==> config.mk <==
export PLATFORM = sky130hd
export DESIGN_NAME = frontmost_gap_finder
export DESIGN_NICKNAME = d
export VERILOG_FILES = /design/src/design/fgf_pkg.sv /design/src/design/fgf_ctrl.sv /design/src/design/fgf_datapath.sv /design/src/design/frontmost_gap_finder.sv
export SDC_FILE = /design/constraint.sdc
export NUM_CORES = 2
export LEC_CHECK = 0
export BUFFER_PORTS_ARGS = -buffer_cell sky130_fd_sc_hd__buf_2
export CAP_MARGIN = 40
export CORE_ASPECT_RATIO = 0.9
export CORE_MARGIN = 2
export CORE_UTILIZATION = 54
export CTS_CLUSTER_SIZE = 30
export DETAILED_ROUTE_END_ITERATION = 16
export PLACE_DENSITY = 0.71
export SLEW_MARGIN = 20
export SYNTH_ARGS = -nofsm -noshare
export SYNTH_HDL_FRONTEND = slang
export SYNTH_SLANG_ARGS = --single-unit
==> constraint.sdc <==
create_clock -name clk -period 18.9 [get_ports clk]
set_clock_uncertainty 0.1 [all_clocks]
set_input_delay 1.89 -clock clk [delete_from_list [all_inputs] [get_ports clk]]
set_output_delay 1.89 -clock clk [all_outputs]
set_load 0.02 [all_outputs]
==> src/design/fgf_pkg.sv <==
// Shared constants, controller states and command/status types of the gap finder.
package fgf_pkg;

    localparam int COORD_BITS_DEF = 16;
    localparam int MIN_GAP_W      = 16;
    localparam int MIN_GAP_SQ_W   = 2 * MIN_GAP_W;
    localparam int MIN_GAP_RESET  = 1000;
    localparam logic [MIN_GAP_SQ_W-1:0] MIN_GAP_SQ_RESET =
        MIN_GAP_SQ_W'(MIN_GAP_RESET * MIN_GAP_RESET);

    typedef enum logic [2:0] {
        ST_IDLE,
        ST_SQ_DX,
        ST_SQ_DY,
        ST_GAP,
        ST_CROSS,
        ST_DECIDE,
        ST_FINISH
    } state_t;

    // Operand pair for the shared multiplier
    typedef enum logic [1:0] {
        MUL_DX,
        MUL_DY,
        MUL_AB,
        MUL_BA
    } mul_sel_t;

    typedef struct packed {
        logic     capture;
        logic     mul_en;
        mul_sel_t mul_sel;
        logic     load_d2;
        logic     load_cross;
        logic     decide;
        logic     update_prev;
        logic     emit;
    } cmd_t;

    typedef struct packed {
        logic have_prev;
        logic gap_ok;
        logic last;
        logic out_busy;
    } status_t;

endpackage

==> src/design/fgf_ctrl.sv <==
// Controller state machine: sequences one segment through the shared multiplier.
module fgf_ctrl (
    input  logic            clk,
    input  logic            rst_n,
    input  logic            s_tvalid,
    output logic            s_tready,
    input  fgf_pkg::status_t status,
    output fgf_pkg::cmd_t    cmd
);
    import fgf_pkg::*;

    state_t state_reg;
    state_t state_next;

    // Hold state
    always_ff @(posedge clk or negedge rst_n)
    begin
        if (!rst_n)
        begin
            state_reg <= ST_IDLE;
        end
        else
        begin
            state_reg <= state_next;
        end
    end

    // Next state
    always_comb
    begin
        state_next = state_reg;
        unique case (state_reg)
            ST_IDLE:
            begin
                if (s_tvalid)
                begin
                    state_next = status.have_prev ? ST_SQ_DX : ST_FINISH;
                end
            end
            ST_SQ_DX:
            begin
                state_next = ST_SQ_DY;
            end
            ST_SQ_DY:
            begin
                state_next = ST_GAP;
            end
            ST_GAP:
            begin
                state_next = status.gap_ok ? ST_CROSS : ST_FINISH;
            end
            ST_CROSS:
            begin
                state_next = ST_DECIDE;
            end
            ST_DECIDE:
            begin
                state_next = ST_FINISH;
            end
            ST_FINISH:
            begin
                if (!status.last || !status.out_busy)
                begin
                    state_next = ST_IDLE;
                end
            end
            default:
            begin
                state_next = ST_IDLE;
            end
        endcase
    end

    // Commands to the datapath
    always_comb
    begin
        cmd      = '0;
        cmd.mul_sel = MUL_DX;
        s_tready = 1'b0;
        unique case (state_reg)
            ST_IDLE:
            begin
                s_tready    = 1'b1;
                cmd.capture = s_tvalid;
            end
            ST_SQ_DX:
            begin
                cmd.mul_en  = 1'b1;
                cmd.mul_sel = MUL_DX;
            end
            ST_SQ_DY:
            begin
                cmd.mul_en  = 1'b1;
                cmd.mul_sel = MUL_DY;
                cmd.load_d2 = 1'b1;
            end
            ST_GAP:
            begin
                cmd.mul_en  = 1'b1;
                cmd.mul_sel = MUL_AB;
            end
            ST_CROSS:
            begin
                cmd.mul_en     = 1'b1;
                cmd.mul_sel    = MUL_BA;
                cmd.load_cross = 1'b1;
            end
            ST_DECIDE:
            begin
                cmd.decide = 1'b1;
            end
            ST_FINISH:
            begin
                cmd.update_prev = !status.last;
                cmd.emit        = status.last && !status.out_busy;
            end
            default:
            begin
                cmd = '0;
            end
        endcase
    end

endmodule

==> src/design/fgf_datapath.sv <==
// Datapath: segment capture, shared multiplier, gap test, cosine compare, result register.
module fgf_datapath #(
    parameter int COORD_BITS = fgf_pkg::COORD_BITS_DEF,
    localparam int IN_DATA_W  = ((4 * COORD_BITS + 7) / 8) * 8,
    localparam int OUT_DATA_W = ((2 * (COORD_BITS + 1) + 7) / 8) * 8
) (
    input  logic                         clk,
    input  logic                         rst_n,
    input  logic                         cfg_we,
    input  logic [fgf_pkg::MIN_GAP_W-1:0] cfg_wdata,
    input  logic [IN_DATA_W-1:0]         in_data,
    input  logic                         in_last,
    output logic                         out_valid,
    input  logic                         out_ready,
    output logic [OUT_DATA_W-1:0]        out_data,
    output logic                         out_user,
    input  fgf_pkg::cmd_t                cmd,
    output fgf_pkg::status_t             status
);
    import fgf_pkg::*;

    localparam int C     = COORD_BITS;
    localparam int O     = COORD_BITS + 1;
    localparam int MUL_W = (O > MIN_GAP_W) ? O : MIN_GAP_W;
    localparam int P_W   = 2 * MUL_W;

    // Scan state
    logic [C-1:0] prev_x_reg, prev_y_reg;
    logic         have_prev_reg;
    logic         have_best_reg;
    logic [O-1:0] best_x_reg, best_y_reg;
    logic [MIN_GAP_SQ_W-1:0] min_gap_sq_reg;

    // Per-segment working registers
    logic [C-1:0] end_x_reg, end_y_reg;
    logic         last_reg;
    logic [C-1:0] dxm_reg, dym_reg;
    logic [O-1:0] mx_reg, my_reg;
    logic [P_W-1:0] p_reg, d2_reg, cross_reg;

    // Result register
    logic           out_valid_reg;
    logic           found_reg;
    logic [O-1:0]   ox_reg, oy_reg;

    // Unpack the input transaction
    logic [C-1:0] sx, sy, ex, ey;
    assign sx = in_data[C-1:0];
    assign sy = in_data[2*C-1:C];
    assign ex = in_data[3*C-1:2*C];
    assign ey = in_data[4*C-1:3*C];

    // Gap vector and doubled midpoint against the previous end point
    logic [O-1:0] dx_full, dy_full, dx_abs, dy_abs, mx_next, my_next;
    assign dx_full = {sx[C-1], sx} - {prev_x_reg[C-1], prev_x_reg};
    assign dy_full = {sy[C-1], sy} - {prev_y_reg[C-1], prev_y_reg};
    assign dx_abs  = dx_full[O-1] ? (~dx_full + 1'b1) : dx_full;
    assign dy_abs  = dy_full[O-1] ? (~dy_full + 1'b1) : dy_full;
    assign mx_next = {sx[C-1], sx} + {prev_x_reg[C-1], prev_x_reg};
    assign my_next = {sy[C-1], sy} + {prev_y_reg[C-1], prev_y_reg};

    // Magnitudes of candidate and kept opening
    logic [O-1:0] mx_mag, my_mag, bx_mag, by_mag;
    assign mx_mag = mx_reg[O-1] ? (~mx_reg + 1'b1) : mx_reg;
    assign my_mag = my_reg[O-1] ? (~my_reg + 1'b1) : my_reg;
    assign bx_mag = best_x_reg[O-1] ? (~best_x_reg + 1'b1) : best_x_reg;
    assign by_mag = best_y_reg[O-1] ? (~best_y_reg + 1'b1) : best_y_reg;

    // Select multiplier operands
    logic [MUL_W-1:0] mul_a, mul_b;
    always_comb
    begin
        unique case (cmd.mul_sel)
            MUL_DX:
            begin
                mul_a = MUL_W'(dxm_reg);
                mul_b = MUL_W'(dxm_reg);
            end
            MUL_DY:
            begin
                mul_a = MUL_W'(dym_reg);
                mul_b = MUL_W'(dym_reg);
            end
            MUL_AB:
            begin
                mul_a = MUL_W'(mx_mag);
                mul_b = MUL_W'(by_mag);
            end
            MUL_BA:
            begin
                mul_a = MUL_W'(bx_mag);
                mul_b = MUL_W'(my_mag);
            end
            default:
            begin
                mul_a = '0;
                mul_b = '0;
            end
        endcase
    end

    // Gap length test on squared lengths
    logic [P_W:0] d2_sum;
    assign d2_sum = {1'b0, d2_reg} + {1'b0, p_reg};

    // Cosine compare: sign classes first, then |mx*yb| against |bx*my|
    logic mx_zero, mx_pos, mx_neg, bx_zero, bx_pos, bx_neg, beats;
    assign mx_zero = (mx_reg == '0);
    assign mx_neg  = mx_reg[O-1];
    assign mx_pos  = !mx_zero && !mx_neg;
    assign bx_zero = (best_x_reg == '0);
    assign bx_neg  = best_x_reg[O-1];
    assign bx_pos  = !bx_zero && !bx_neg;

    always_comb
    begin
        priority if (mx_zero && (my_reg == '0))
        begin
            beats = 1'b0;
        end
        else if (!have_best_reg)
        begin
            beats = (my_reg != '0) || mx_pos;
        end
        else if ((mx_pos != bx_pos) || (mx_neg != bx_neg))
        begin
            beats = (mx_pos && !bx_pos) || (mx_zero && bx_neg);
        end
        else if (mx_zero)
        begin
            beats = 1'b0;
        end
        else if (mx_pos)
        begin
            beats = cross_reg > p_reg;
        end
        else
        begin
            beats = p_reg > cross_reg;
        end
    end

    // Hold the squared least gap; square it once on each write
    always_ff @(posedge clk or negedge rst_n)
    begin
        if (!rst_n)
        begin
            min_gap_sq_reg <= MIN_GAP_SQ_RESET;
        end
        else if (cfg_we)
        begin
            min_gap_sq_reg <= MIN_GAP_SQ_W'(cfg_wdata) * MIN_GAP_SQ_W'(cfg_wdata);
        end
    end

    // Capture the segment and run the shared multiplier
    always_ff @(posedge clk)
    begin
        if (cmd.capture)
        begin
            end_x_reg <= ex;
            end_y_reg <= ey;
            last_reg  <= in_last;
            dxm_reg   <= dx_abs[C-1:0];
            dym_reg   <= dy_abs[C-1:0];
            mx_reg    <= mx_next;
            my_reg    <= my_next;
        end
        if (cmd.mul_en)
        begin
            p_reg <= P_W'(mul_a) * P_W'(mul_b);
        end
        if (cmd.load_d2)
        begin
            d2_reg <= p_reg;
        end
        if (cmd.load_cross)
        begin
            cross_reg <= p_reg;
        end
    end

    // Advance scan state: keep best, keep end point, clear after the result
    always_ff @(posedge clk or negedge rst_n)
    begin
        if (!rst_n)
        begin
            prev_x_reg    <= '0;
            prev_y_reg    <= '0;
            have_prev_reg <= 1'b0;
            have_best_reg <= 1'b0;
            best_x_reg    <= '0;
            best_y_reg    <= '0;
        end
        else if (cmd.emit)
        begin
            prev_x_reg    <= '0;
            prev_y_reg    <= '0;
            have_prev_reg <= 1'b0;
            have_best_reg <= 1'b0;
            best_x_reg    <= '0;
            best_y_reg    <= '0;
        end
        else
        begin
            if (cmd.decide && beats)
            begin
                have_best_reg <= 1'b1;
                best_x_reg    <= mx_reg;
                best_y_reg    <= my_reg;
            end
            if (cmd.update_prev)
            begin
                prev_x_reg    <= end_x_reg;
                prev_y_reg    <= end_y_reg;
                have_prev_reg <= 1'b1;
            end
        end
    end

    // Result valid flag
    always_ff @(posedge clk or negedge rst_n)
    begin
        if (!rst_n)
        begin
            out_valid_reg <= 1'b0;
        end
        else if (cmd.emit)
        begin
            out_valid_reg <= 1'b1;
        end
        else if (out_ready)
        begin
            out_valid_reg <= 1'b0;
        end
    end

    // Result payload
    always_ff @(posedge clk)
    begin
        if (cmd.emit)
        begin
            found_reg <= have_best_reg;
            ox_reg    <= have_best_reg ? best_x_reg : '0;
            oy_reg    <= have_best_reg ? best_y_reg : '0;
        end
    end

    assign out_valid = out_valid_reg;
    assign out_user  = found_reg;
    assign out_data  = OUT_DATA_W'({oy_reg, ox_reg});

    assign status.have_prev = have_prev_reg;
    assign status.gap_ok    = d2_sum >= (P_W + 1)'(min_gap_sq_reg);
    assign status.last      = last_reg;
    assign status.out_busy  = out_valid_reg && !out_ready;

endmodule

==> src/design/frontmost_gap_finder.sv <==
// IDLE takes a segment; the first of a scan goes to FINISH, others run SQ_DX, SQ_DY, GAP
// and, for a long enough gap, CROSS and DECIDE, then FINISH. One shared multiplier serves
// dx^2, dy^2 and both cross products. One segment is in flight at a time; the next is
// taken once the previous ends. The last segment's result leaves through an output
// register; a new segment is accepted while it waits. Reset (rst_n, asynchronous, active
// low) clears the scan state, empties the output register and sets min_gap to 1000.
module frontmost_gap_finder #(
    parameter int COORD_BITS = fgf_pkg::COORD_BITS_DEF,
    localparam int IN_DATA_W  = ((4 * COORD_BITS + 7) / 8) * 8,
    localparam int OUT_DATA_W = ((2 * (COORD_BITS + 1) + 7) / 8) * 8
) (
    input  logic                          clk,
    input  logic                          rst_n,
    input  logic                          cfg_we,
    input  logic [fgf_pkg::MIN_GAP_W-1:0] cfg_wdata,   // min_gap
    input  logic                          s_tvalid,
    output logic                          s_tready,
    input  logic [IN_DATA_W-1:0]          s_tdata,     // start_x, start_y, end_x, end_y
    input  logic                          s_tlast,     // last_segment
    output logic                          m_tvalid,
    input  logic                          m_tready,
    output logic [OUT_DATA_W-1:0]         m_tdata,     // opening_x2, opening_y2
    output logic                          m_tuser      // found
);
    import fgf_pkg::*;

    cmd_t    cmd;
    status_t status;

    fgf_ctrl u_ctrl (
        .clk      (clk),
        .rst_n    (rst_n),
        .s_tvalid (s_tvalid),
        .s_tready (s_tready),
        .status   (status),
        .cmd      (cmd)
    );

    fgf_datapath #(
        .COORD_BITS (COORD_BITS)
    ) u_datapath (
        .clk       (clk),
        .rst_n     (rst_n),
        .cfg_we    (cfg_we),
        .cfg_wdata (cfg_wdata),
        .in_data   (s_tdata),
        .in_last   (s_tlast),
        .out_valid (m_tvalid),
        .out_ready (m_tready),
        .out_data  (m_tdata),
        .out_user  (m_tuser),
        .cmd       (cmd),
        .status    (status)
    );

endmodule

==> summary.md <==
| Metric | Value |
|---|---|
| Status | finished, final reports clean |
| Vias in the first global route | 28615 |
| DRC errors left | 0 |
| Fin Setup TNS | 0 ps |
| Hold Violations, Final | 0 |
| Post-synth EDFFs | ~230 |
| Post-CTS Setup Bufs | 0 |
| FMAX | approximately 100 MHz |
| # resized after CTS | 0 |
| Number of H-tree levels | 2 |
| Period utilisation layout | between 50% and 60% |
| Final setup fails | 0 |
| Final WL | approximately 96 mm |
| Final max-slew violation count | 0 |
| Detail Route Antenna Nets | 0 |
| Cell Area, Synth | 0.0375 sq mm |
| Largest net degree at the start of global routing | 70 |
| Hold Path Class | flop to flop |
| Worst-path maximum fanout | 53 |
| GP Congestion | between 0.9 and 1 |
| Worst-Skew Late Latency | between 500 and 600 ps |
| CP max-delay cell | buf_4 |
| CP dominant cell by count | fa_1 |
| Post-CTS Hold Buffers | 0 |
| Top-count cell post-synth | inv_1 |
| Most used DFF post-synth | edfxtp_1 |
| Ys Warns | 0 |
| Clk slew on worst S/H paths | 60 ps |
| Starting density of the core | about 55% |
| Max-Cap Viols | 0 |
| Post-DP HPWL | approximately 77 mm |
| Syn avg cell area | between 9 and 10 sq um |
| Port Buffers | about 120 |
| DRT Pass-1 Iters | 6 |
| DIE HEIGHT | 254 um |
| Post-Layout Cell Count | 5019 |
| Via Count | 28610 |
| Root Buffer Master | clkbuf_16 |
| I/O pin count | about 130 |
| CTS tree | done |
| Slew margin rel. | a little under two fifths |
| Clock Tree Buf Depth | 3 |
| Post-synth top cells | inv_1 (649), fa_1 (393), nand2_1 (380) |
| GRT overflow | 0 |
| Crit path largest cell delay | just under 600 ps |
| Worst EP required | about 19000 ps |
| Crit path DAT | 9830 ps |
| Row count | 91 |
| Die Span X | around 280 um |
| Worst setup EP type | flop |
| Layout cells sized above 1 | around 7% |
| Layout Area Growth over Synthesis | 7.74% |
| Area contributors post-synth | fa_1 (21%), edfxtp_1 (19%), ha_1 (13%), inv_1 (6.5%), dfrtp_1 (6.4%) |
| Tot GR Track Use | between 20% and 30% |
| First-pass GRT wire length | between 150 and 200 mm |
| Fillers | 6003 |
| Die area | 0.0716 sq mm |
| Setup CP Type | flop to flop |
| 1st-iter DRT viols | between 2000 and 2500 |
| CTS Sinks | approximately 340 |
| Core region area | 0.0687 sq mm |
| Flops & latches, synth | between 300 and 400 |
| RSZ-0062 raised after global routing | false |
| Vias per Instance | between 5 and 6 |
| Final #Nets | 4912 |
| Async set or reset register ratio after synthesis | 30.6% |
| CTS Buf Count | 39 |
| Area leader, netlist | fa_1 |
| Initial antenna violation count | 4 |
| Inst Count DP | between 4000 and 5000 |
| Routed len/inst | 19.0 um |
| Synth top area share | between 20% and 30% |
| Cell variety after synth | 83 |
| Syn Inst Count | around 4000 |
| Pin slew with the least headroom to its limit | a little over 900 ps |
| Shortest period the worst path allows | about 9600 ps |
| Seq/Total Area, Yosys | around a quarter |
| Startpoint types | flop |
## stage by stage
stage	instance area [sq um]	hold slack, ps	setup WS (ps)	utilization [%]
6_report	40400	368	9280	58.9
3_5_place_dp	39100	360	9480	56.9
3_3_place_gp	39000	350	9740	56.8
2_1_floorplan	37500	323	10470	-
5_1_grt	40400	380	8900	58.9
4_1_cts	40300	366	9430	58.8
## cells in the final DEF (no fill, tap or decap), types with 96 or more instances in the layout
master,count
edfxtp_1,234
fa_1,393
and2_1,114
inv_1,648
dfrtp_1,96
buf_2,123
nand2_1,380
o21ai_0,111
xnor2_1,127
a21oi_1,165
ha_1,375
nor2_1,288
## worst max-delay path: cells and delay by family (launching register included)
family	cells	cell delay, ps
flops	1	360
buf+inv	8	1570
compound gates	10	2780
fa+ha+maj	7	3360
xor+xnor	1	100
simple gates	4	1060
## cell type report
type / instances / area, sq um / share of cell area [%]
clock inverters: 22 / 219 / 0.542
well taps: 930 / 1160 / 2.88
clock buffers: 49 / 1050 / 2.61
inverters: 652 / 2450 / 6.06
repair buffers: 168 / 1020 / 2.53
diodes: 1 / 2.50 / 0.00619
multi-input cells: 2860 / 24900 / 61.6
flip-flops and latches: 337 / 9610 / 23.8
## layer usage
layer	up-vias	wire, um	track usage, %
met5	-	0	0
met4	0	3070	8.65
met3	157	7420	4.96
met2	1053	43900	44.5
met1	13883	41200	37.4
li1	13517	-	-
## cells by family after synthesis
family / count (synthesis) / share of synthesized area, %
other: 1 / 0.0100
XOR/XNOR: 208 / 4.86
AND/OR/NAND/NOR: 1151 / 14.6
buffers and inverters: 804 / 8.21
multiplexers: 17 / 0.470
AO/OA/AOI/OAI: 710 / 12.8
adder cells (fa/ha/maj): 768 / 33.5
flip-flops: 337 / 25.6
## path summary, 6_finish.rpt
path	start	endpoint	slack, ps	cells after the start
setup / recovery	u_ctrl.state_reg[0]	u_datapath.p_reg[33]	9280	30
hold / removal	u_datapath.end_y_reg[2]	u_datapath.prev_y_reg[2]	370	1
min in group asynchronous	rst_n	u_datapath.min_gap_sq_reg[5]	1080	1
hold reg to reg	u_datapath.end_y_reg[2]	u_datapath.prev_y_reg[2]	370	1
setup reg to reg	u_ctrl.state_reg[0]	u_datapath.p_reg[33]	9280	30
max in group asynchronous	rst_n	u_datapath.prev_x_reg[1]	16060	3
Power is left out: the tool's default activity adds up to more than one toggle a clock period on the data nets, which glitch-free logic cannot reach.
